<file path="src/rtl/core/frx_pkg.sv">
// frx_pkg: shared types and constants of the xor checked frame receiver
// used by the channel interfaces and by the top level, no dependencies
`default_nettype none

package frx_pkg;

    // register indexes of the configuration port
    localparam logic [1:0] CFG_HEADER_FIRST  = 2'd0;
    localparam logic [1:0] CFG_HEADER_SECOND = 2'd1;
    localparam logic [1:0] CFG_GAP_LIMIT     = 2'd2;

    localparam int CFG_INDEX_WIDTH = 2;
    localparam int CFG_DATA_WIDTH  = 16;

    // reset values of the configuration registers
    localparam logic [7:0]  HEADER_FIRST_RST  = 8'hCD;
    localparam logic [7:0]  HEADER_SECOND_RST = 8'hDC;
    localparam logic [15:0] GAP_LIMIT_RST     = 16'd97;

    // default width of the inter-byte gap counter
    localparam int GAP_COUNTER_WIDTH_DEF = 16;

    // request kinds on the input channel
    typedef enum logic {
        OP_BYTE = 1'b0,
        OP_TICK = 1'b1
    } op_t;

    // result kinds on the output channel
    typedef enum logic {
        KIND_PAYLOAD   = 1'b0,
        KIND_FRAME_END = 1'b1
    } kind_t;

    // frame end status codes
    typedef enum logic [1:0] {
        ST_OK         = 2'd0,
        ST_BAD_HEADER = 2'd1,
        ST_BAD_CHECK  = 2'd2,
        ST_TIMEOUT    = 2'd3
    } status_t;

    // one result request
    typedef struct packed {
        kind_t       result_kind;
        logic [7:0]  payload_byte;
        logic [7:0]  payload_index;
        logic [7:0]  frame_address;
        logic [7:0]  frame_command;
        logic [7:0]  frame_length;
        status_t     frame_status;
    } result_t;

endpackage

`default_nettype wire

</file>
<file path="src/rtl/core/frx_if.sv">
// frx_if: valid/ready channel interfaces of the frame receiver
// depends on frx_pkg for payload types and widths
`default_nettype none

// input channel: received bytes and timer ticks
interface frx_in_if;
    logic              valid;
    logic              ready;
    frx_pkg::op_t      operation;
    logic [7:0]        rx_byte;

    modport source (output valid, output operation, output rx_byte, input ready);
    modport sink   (input valid, input operation, input rx_byte, output ready);
endinterface

// output channel: payload bytes and frame end results
interface frx_out_if;
    logic              valid;
    logic              ready;
    frx_pkg::kind_t    result_kind;
    logic [7:0]        payload_byte;
    logic [7:0]        payload_index;
    logic [7:0]        frame_address;
    logic [7:0]        frame_command;
    logic [7:0]        frame_length;
    frx_pkg::status_t  frame_status;

    modport source (
        output valid, output result_kind, output payload_byte, output payload_index,
        output frame_address, output frame_command, output frame_length,
        output frame_status, input ready
    );
    modport sink (
        input valid, input result_kind, input payload_byte, input payload_index,
        input frame_address, input frame_command, input frame_length,
        input frame_status, output ready
    );
endinterface

// configuration write channel
interface frx_cfg_if;
    logic                                  valid;
    logic                                  ready;
    logic [frx_pkg::CFG_INDEX_WIDTH-1:0]   index;
    logic [frx_pkg::CFG_DATA_WIDTH-1:0]    data;

    modport source (output valid, output index, output data, input ready);
    modport sink   (input valid, input index, input data, output ready);
endinterface

`default_nettype wire

</file>
<file path="src/rtl/core/xor_checked_frame_receiver_top.sv">
// result: registered, valid in the cycle after the request that causes it is accepted
// throughput: one request per cycle; the single result register is refilled in the
//   cycle it is taken, so ready drops only while a result waits on a stalled sink
// reset: configuration returns to header 0xCD 0xDC and gap limit 97, parser idle,
//   no result pending; configuration writes are always taken
// xor_checked_frame_receiver_top: frame parser with xor check and gap timeout
// depends on frx_pkg and the channel interfaces in frx_if.sv
`default_nettype none

module xor_checked_frame_receiver_top #(
    parameter int GAP_COUNTER_WIDTH = frx_pkg::GAP_COUNTER_WIDTH_DEF
) (
    input  wire          clk,
    input  wire          rst_n,
    frx_in_if.sink       in_item,
    frx_out_if.source    out_result,
    frx_cfg_if.sink      cfg
);
    import frx_pkg::*;

    localparam int GW    = GAP_COUNTER_WIDTH;
    localparam int CMP_W = (GW > 16) ? GW : 16;

    typedef enum logic [2:0] {
        PH_IDLE,
        PH_HDR2,
        PH_ADDR,
        PH_CMD,
        PH_LEN,
        PH_DATA,
        PH_CHECK
    } phase_t;

    // configuration registers
    logic [7:0]    header_first_reg;
    logic [7:0]    header_second_reg;
    logic [15:0]   gap_limit_reg;

    // parser state
    phase_t        phase_reg, phase_next;
    logic          header_match_reg, header_match_next;
    logic [7:0]    running_xor_reg, running_xor_next;
    logic [7:0]    held_address_reg, held_address_next;
    logic [7:0]    held_command_reg, held_command_next;
    logic [7:0]    held_length_reg, held_length_next;
    logic [7:0]    payload_count_reg, payload_count_next;
    logic [GW-1:0] gap_count_reg, gap_count_next;

    // result register
    logic          out_valid_reg;
    result_t       result_reg, result_next;
    logic          emit;

    logic          accept;
    logic [GW-1:0] gap_inc;
    logic [7:0]    count_inc;
    logic [7:0]    b;

    // a result may be replaced in the same cycle it is taken
    assign in_item.ready = !out_valid_reg || out_result.ready;
    assign accept        = in_item.valid && in_item.ready;
    assign cfg.ready     = 1'b1;
    assign b             = in_item.rx_byte;

    assign gap_inc   = (gap_count_reg == {GW{1'b1}}) ? gap_count_reg : gap_count_reg + 1'b1;
    assign count_inc = payload_count_reg + 8'd1;

    // next state and result of the accepted request
    always_comb
    begin
        phase_next         = phase_reg;
        header_match_next  = header_match_reg;
        running_xor_next   = running_xor_reg;
        held_address_next  = held_address_reg;
        held_command_next  = held_command_reg;
        held_length_next   = held_length_reg;
        payload_count_next = payload_count_reg;
        gap_count_next     = gap_count_reg;
        emit               = 1'b0;
        result_next.result_kind   = KIND_FRAME_END;
        result_next.payload_byte  = 8'd0;
        result_next.payload_index = 8'd0;
        result_next.frame_address = held_address_reg;
        result_next.frame_command = held_command_reg;
        result_next.frame_length  = held_length_reg;
        result_next.frame_status  = ST_OK;

        if (in_item.operation == OP_TICK)
        begin
            // ticks count only inside a frame
            if (phase_reg != PH_IDLE)
            begin
                gap_count_next = gap_inc;
                if (CMP_W'(gap_inc) >= CMP_W'(gap_limit_reg))
                begin
                    emit                     = 1'b1;
                    result_next.frame_status = ST_TIMEOUT;
                    phase_next               = PH_IDLE;
                    header_match_next        = 1'b1;
                    gap_count_next           = '0;
                end
            end
        end
        else
        begin
            gap_count_next = '0;
            case (phase_reg)
                PH_IDLE:
                begin
                    running_xor_next   = 8'd0;
                    held_address_next  = 8'd0;
                    held_command_next  = 8'd0;
                    held_length_next   = 8'd0;
                    payload_count_next = 8'd0;
                    header_match_next  = (b == header_first_reg);
                    phase_next         = PH_HDR2;
                end
                PH_HDR2:
                begin
                    if (b != header_second_reg)
                    begin
                        header_match_next = 1'b0;
                    end
                    phase_next = PH_ADDR;
                end
                PH_ADDR:
                begin
                    held_address_next = b;
                    running_xor_next  = running_xor_reg ^ b;
                    phase_next        = PH_CMD;
                end
                PH_CMD:
                begin
                    held_command_next = b;
                    running_xor_next  = running_xor_reg ^ b;
                    phase_next        = PH_LEN;
                end
                PH_LEN:
                begin
                    held_length_next = b;
                    running_xor_next = running_xor_reg ^ b;
                    if (!header_match_reg)
                    begin
                        // header judged once address, command and length are in
                        emit                      = 1'b1;
                        result_next.frame_length  = b;
                        result_next.frame_status  = ST_BAD_HEADER;
                        phase_next                = PH_IDLE;
                        header_match_next         = 1'b1;
                    end
                    else
                    begin
                        phase_next = (b == 8'd0) ? PH_CHECK : PH_DATA;
                    end
                end
                PH_DATA:
                begin
                    running_xor_next          = running_xor_reg ^ b;
                    emit                      = 1'b1;
                    result_next.result_kind   = KIND_PAYLOAD;
                    result_next.payload_byte  = b;
                    result_next.payload_index = payload_count_reg;
                    payload_count_next        = count_inc;
                    if (count_inc >= held_length_reg)
                    begin
                        phase_next = PH_CHECK;
                    end
                end
                default:
                begin
                    // check byte closes the frame
                    emit                     = 1'b1;
                    result_next.frame_status = (b == running_xor_reg) ? ST_OK : ST_BAD_CHECK;
                    phase_next               = PH_IDLE;
                    header_match_next        = 1'b1;
                end
            endcase
        end
    end

    // state, configuration and result registers
    always_ff @(posedge clk or negedge rst_n)
    begin
        if (!rst_n)
        begin
            header_first_reg  <= HEADER_FIRST_RST;
            header_second_reg <= HEADER_SECOND_RST;
            gap_limit_reg     <= GAP_LIMIT_RST;
            phase_reg         <= PH_IDLE;
            header_match_reg  <= 1'b1;
            running_xor_reg   <= 8'd0;
            held_address_reg  <= 8'd0;
            held_command_reg  <= 8'd0;
            held_length_reg   <= 8'd0;
            payload_count_reg <= 8'd0;
            gap_count_reg     <= '0;
            out_valid_reg     <= 1'b0;
        end
        else
        begin
            if (cfg.valid)
            begin
                case (cfg.index)
                    CFG_HEADER_FIRST:  header_first_reg  <= cfg.data[7:0];
                    CFG_HEADER_SECOND: header_second_reg <= cfg.data[7:0];
                    CFG_GAP_LIMIT:     gap_limit_reg     <= cfg.data;
                    default:           ;
                endcase
            end
            if (accept)
            begin
                phase_reg         <= phase_next;
                header_match_reg  <= header_match_next;
                running_xor_reg   <= running_xor_next;
                held_address_reg  <= held_address_next;
                held_command_reg  <= held_command_next;
                held_length_reg   <= held_length_next;
                payload_count_reg <= payload_count_next;
                gap_count_reg     <= gap_count_next;
            end
            if (accept)
            begin
                out_valid_reg <= emit;
            end
            else if (out_result.ready)
            begin
                out_valid_reg <= 1'b0;
            end
        end
    end

    // result payload holds while a result waits
    always_ff @(posedge clk)
    begin
        if (accept && emit)
        begin
            result_reg <= result_next;
        end
    end

    // result channel drive
    assign out_result.valid         = out_valid_reg;
    assign out_result.result_kind   = result_reg.result_kind;
    assign out_result.payload_byte  = result_reg.payload_byte;
    assign out_result.payload_index = result_reg.payload_index;
    assign out_result.frame_address = result_reg.frame_address;
    assign out_result.frame_command = result_reg.frame_command;
    assign out_result.frame_length  = result_reg.frame_length;
    assign out_result.frame_status  = result_reg.frame_status;

    // an idle parser holds no gap count and an intact header flag
    a_idle_clean: assert property (@(posedge clk) disable iff (!rst_n)
        phase_reg == PH_IDLE |-> (gap_count_reg == '0 && header_match_reg))
        else $error("idle parser with stale gap count or header flag");

    // payload results carry ok status and an index inside the declared length
    a_payload_index: assert property (@(posedge clk) disable iff (!rst_n)
        (out_valid_reg && result_reg.result_kind == KIND_PAYLOAD) |->
        (result_reg.frame_status == ST_OK &&
         result_reg.payload_index < result_reg.frame_length))
        else $error("payload result out of frame bounds");

    // payload phase never runs past the declared length
    a_data_count: assert property (@(posedge clk) disable iff (!rst_n)
        phase_reg == PH_DATA |-> payload_count_reg < held_length_reg)
        else $error("payload count beyond declared length");

    // a request causing a result leaves it pending in the next cycle
    a_emit_pending: assert property (@(posedge clk) disable iff (!rst_n)
        (accept && emit) |=> out_valid_reg)
        else $error("result lost after request");

endmodule

`default_nettype wire
</file>
<file path="src/flat_wrapper.sv">
// flat-port wrapper written by rule: the top's interface ports become plain ports
module xor_checked_frame_receiver_top_flat import frx_pkg::*;
#(
    parameter int GAP_COUNTER_WIDTH = frx_pkg::GAP_COUNTER_WIDTH_DEF
)
  (clk, rst_n, in_item_valid, in_item_operation, in_item_rx_byte, in_item_ready, out_result_valid, out_result_result_kind, out_result_payload_byte, out_result_payload_index, out_result_frame_address, out_result_frame_command, out_result_frame_length, out_result_frame_status, out_result_ready, cfg_valid, cfg_index, cfg_data, cfg_ready);
  frx_in_if in_item_i ();
  frx_out_if out_result_i ();
  frx_cfg_if cfg_i ();
  input  wire clk;
  input  wire rst_n;
  input wire logic [$bits(in_item_i.valid)-1:0] in_item_valid;
  input wire logic [$bits(in_item_i.operation)-1:0] in_item_operation;
  input wire logic [$bits(in_item_i.rx_byte)-1:0] in_item_rx_byte;
  output wire logic [$bits(in_item_i.ready)-1:0] in_item_ready;
  output wire logic [$bits(out_result_i.valid)-1:0] out_result_valid;
  output wire logic [$bits(out_result_i.result_kind)-1:0] out_result_result_kind;
  output wire logic [$bits(out_result_i.payload_byte)-1:0] out_result_payload_byte;
  output wire logic [$bits(out_result_i.payload_index)-1:0] out_result_payload_index;
  output wire logic [$bits(out_result_i.frame_address)-1:0] out_result_frame_address;
  output wire logic [$bits(out_result_i.frame_command)-1:0] out_result_frame_command;
  output wire logic [$bits(out_result_i.frame_length)-1:0] out_result_frame_length;
  output wire logic [$bits(out_result_i.frame_status)-1:0] out_result_frame_status;
  input wire logic [$bits(out_result_i.ready)-1:0] out_result_ready;
  input wire logic [$bits(cfg_i.valid)-1:0] cfg_valid;
  input wire logic [$bits(cfg_i.index)-1:0] cfg_index;
  input wire logic [$bits(cfg_i.data)-1:0] cfg_data;
  output wire logic [$bits(cfg_i.ready)-1:0] cfg_ready;
  assign in_item_i.valid = in_item_valid;
  assign in_item_i.operation = in_item_operation;
  assign in_item_i.rx_byte = in_item_rx_byte;
  assign in_item_ready = in_item_i.ready;
  assign out_result_valid = out_result_i.valid;
  assign out_result_result_kind = out_result_i.result_kind;
  assign out_result_payload_byte = out_result_i.payload_byte;
  assign out_result_payload_index = out_result_i.payload_index;
  assign out_result_frame_address = out_result_i.frame_address;
  assign out_result_frame_command = out_result_i.frame_command;
  assign out_result_frame_length = out_result_i.frame_length;
  assign out_result_frame_status = out_result_i.frame_status;
  assign out_result_i.ready = out_result_ready;
  assign cfg_i.valid = cfg_valid;
  assign cfg_i.index = cfg_index;
  assign cfg_i.data = cfg_data;
  assign cfg_ready = cfg_i.ready;
  xor_checked_frame_receiver_top #(.GAP_COUNTER_WIDTH(GAP_COUNTER_WIDTH)) u_core (.clk(clk), .rst_n(rst_n), .in_item(in_item_i), .out_result(out_result_i), .cfg(cfg_i));
endmodule
</file>
<file path="config.mk">
export PLATFORM = sky130hd
export DESIGN_NAME = xor_checked_frame_receiver_top_flat
export DESIGN_NICKNAME = d
export VERILOG_FILES = /design/src/rtl/core/frx_pkg.sv /design/src/rtl/core/frx_if.sv /design/src/rtl/core/xor_checked_frame_receiver_top.sv /design/src/flat_wrapper.sv
export SDC_FILE = /design/constraint.sdc
export NUM_CORES = 1
export LEC_CHECK = 0
export ABC_CLOCK_PERIOD_IN_PS = 5700
export BUFFER_PORTS_ARGS = -buffer_cell sky130_fd_sc_hd__buf_2
export CORE_MARGIN = 5
export CORE_UTILIZATION = 59
export DETAILED_ROUTE_END_ITERATION = 10
export GPL_ROUTABILITY_DRIVEN = 0
export GPL_TIMING_DRIVEN = 0
export HOLD_SLACK_MARGIN = 0.12
export PLACE_DENSITY = 0.8
export SYNTH_ARGS = -nofsm -noshare
export SYNTH_HDL_FRONTEND = slang
export SYNTH_SLANG_ARGS = --single-unit
</file>
<file path="constraint.sdc">
create_clock -name clk -period 5.7 [get_ports clk]
set_input_delay 0.855 -clock clk [delete_from_list [all_inputs] [get_ports clk]]
set_output_delay 0.855 -clock clk [all_outputs]
set_load 0.02 [all_outputs]
</file>
==> flow_summary.toml <==
[status]
status = "finished clean"

[cts]
root_buffer = "clkbuf_16"
clock_latency_ns = 0.42
cts_buffer_depth = 2
post_cts_buffers = 0
path_clk_slew_ns = 0.06
h-tree-depth = 4
hold_buffers = 0
cts_tree = "yes"
cts_num_sinks = 136
cts_buffers = 17
cts_resized = 0

[setup_path]
reg2reg_from = "u_core.gap_count_reg[0]"
critPathKind = "reg2reg"
worst_setup_path_end_kind = "register"
r2r_cells = 14
r2r_end = "u_core.out_result.payload_byte[4]"
crit_fanout = 25
arrival_ns = 4.69
cp-start-kind = "register"
worstPathRequired_ns = 5.82
reg2reg_slack_ns = 1.14

[power]
pwr-share-clk = 0.317
switching_share = 0.328
combPwrFrac = 0.268
leakage_nw = 3.56
ir_drop_v = 0.000232
power-per-cell-area_nw_per_um2 = 423
p_int_mw = 2.29
seqPwrFrac = 0.416
p_sw_mw = 1.12

[yosys]
synth_top_cell_area_share = 0.289
synth-edff-count = 43
synth_cell_types = 55
synth_nets = 699
synth_top_cell_by_area = "dfrtp_1"
ys_top_cells_by_area = "dfrtp_1 (29%), edfxtp_1 (19%), mux2_2 (5.4%)"
synth_seq_area_share = 0.531
async_flop_share = 0.684
yosys_warnings = 0
syn_inst = 641
synth.cell_area_um2 = 6850
synth.ff_latch_count = 136
syn_avg_cell_area_um2 = 10.7
ys.flop_type = "dfrtp_1"

[cells_and_area]
fin_area_um2 = 8050
nNetsFinal = 796
syn2layout_area_growth_pct = 17.6
multi_input_comb_area_um2 = 2930
fill_cells = 832
ff_latch_area_um2 = 3640
post-route-util = 0.705
drive_gt1_frac = 0.233
num_antenna_cells = 0

[die]
dieWidth_um = 118
start_util = 0.599
die_y_um = 118
core_um2 = 11400
die-area_um2 = 13900
num_rows = 39
io_pins = 78

[grt]
antenna_found_initial = 1
first_global_vias = 5441
grt_max_degree = 72
grt_pass1_wl_mm = 26.9
grt_usage = 0.239
overflow = 0

[route]
wl_mm = 15.9
vias = 5284
drc = 0
vias_per_cell = 5.91
antenna_left = 0
drt-initial-drc-count = 651
drt-pass1-iter-count = 5
wl_per_cell_um = 17.8

[sta]
period_share = 0.800
period_needed_ns = 4.56
fmax_ghz = 0.219
rsz0062_at_grt = "no"
final-hold-violation-count = 0
hold_slack_ns = 0.338
relSlewSlack = 0.523
worst_pin_slew_ns = 0.715
drv_slew = 0
fin_skew_ns = 0.00935
finalSetupViolations = 0

[hold_path]
hold_class = "in2async"

[flow_run]
maxCapViolCount = 0

[placed_design]
numPortBuffers = 76
hpwlAfterDp_mm = 11.2
placed_area_um2 = 7470
-- worst max path at each step --
stage	from	to	slack, ns	depth (start not counted)
4_1_cts	u_core.gap_count_reg[0]	u_core.out_result.frame_address[3]	1.15	14
5_1_grt	u_core.gap_count_reg[0]	u_core.out_result.payload_byte[4]	0.79	14
2_1_floorplan	u_core.gap_count_reg[0]	u_core.out_result.frame_address[0]	0.50	13
3_3_place_gp	u_core.gap_count_reg[0]	u_core.out_result.payload_index[6]	-0.47	13
6_report	u_core.gap_count_reg[0]	u_core.out_result.payload_byte[4]	1.14	14
3_5_place_dp	u_core.gap_count_reg[0]	u_core.out_result.frame_command[6]	1.19	14
-- placed cells by master (no fill, tap or decap), types with 14 or more instances in the layout --
master / n
clkbuf_16: 17
xnor2_1: 24
a22o_1: 14
buf_2: 81
ha_1: 26
inv_1: 35
dfstp_2: 14
edfxtp_1: 43
mux2_2: 33
nand2b_1: 14
dfrtp_1: 79
xor2_1: 15
nor2_1: 26
and2_1: 22
clkbuf_1: 23
nand3_1: 28
o21ai_0: 52
a21oi_1: 22
nand2_1: 67
-- worst max-delay path: stages (launching register included) --
cell and delay (ns):
dfrtp_1 0.44, ha_1 0.25, nand3_1 0.19, nor3_1 0.47, nor3b_1 0.39, nand3_1 0.15
o21a_1 0.13, ha_1 0.30, and4_1 0.22, nand4_1 0.17, a311oi_2 0.34, nor3_1 0.18
o21a_1 0.27, nor2_4 0.50, buf_16 0.25
-- area by class of cell --
class | count | share of cell area
Sequential cell | 136 | 0.452
Multi-Input combinational cell | 436 | 0.364
Timing Repair Buffer | 78 | 0.0544
Clock buffer | 19 | 0.0538
Tap cell | 143 | 0.0222
Buffer | 33 | 0.0185
Clock inverter | 13 | 0.0182
Inverter | 36 | 0.0168
-- logic make-up after synthesis --
group	share of synthesized area
AND/OR/NAND/NOR	0.149
flip-flops	0.531
AO/OA/AOI/OAI	0.123
buffers and inverters	0.0415
XOR/XNOR	0.0499
multiplexers	0.0572
adder cells (fa/ha/maj)	0.0475
other	0.000548
-- power groups by stage --
stage          clock network [mW]  logic (mW)  registers, mW
6_report                     1.08       0.911           1.41
5_1_grt                      1.14        1.01           1.44
4_1_cts                      1.08       0.910           1.41
3_5_place_dp                    0       0.894           1.43
3_3_place_gp                    0       0.825           1.41
2_1_floorplan                   0       0.595           1.44
-- synth_stat cells (3+ instances only) --
cell	instances
nor2_1	27
dfstp_2	14
and3_1	11
o21ai_0	52
nand4_1	12
nand3_1	28
xnor2_1	24
nor3_1	9
buf_2	6
o22ai_1	3
mux2_2	33
a31oi_1	7
and2_1	22
a2111oi_0	5
nand2_1	67
nand2b_1	14
dfrtp_1	79
xor2_1	15
a21o_1	6
ha_1	26
a22o_1	14
clkbuf_1	21
inv_1	35
edfxtp_1	43
a21oi_1	22
o21a_1	7
-- stage by stage --
| step | setup slack [ns] | power [mW] | setup TNS, ns | std cells |
|---|---|---|---|---|
| after floorplan | 0.503 | 2.04 | 0 | 641 |
| after global placement | -0.474 | 2.24 | -20.29 | 860 |
| after detailed placement | 1.19 | 2.32 | 0 | 862 |
| after CTS | 1.15 | 3.41 | 0 | 894 |
| after global routing | 0.793 | 3.59 | 0 | 894 |
| final | 1.14 | 3.40 | 0 | 894 |
-- per-layer routing --
layer	vias to the layer above	wire [µm]	track usage
li1	2465	-	-
met4	2	324	0.0832
met5	-	13	0
met2	206	8000	0.403
met3	35	1110	0.0644
met1	2576	6470	0.296
Power figures use the tool's default switching activity.
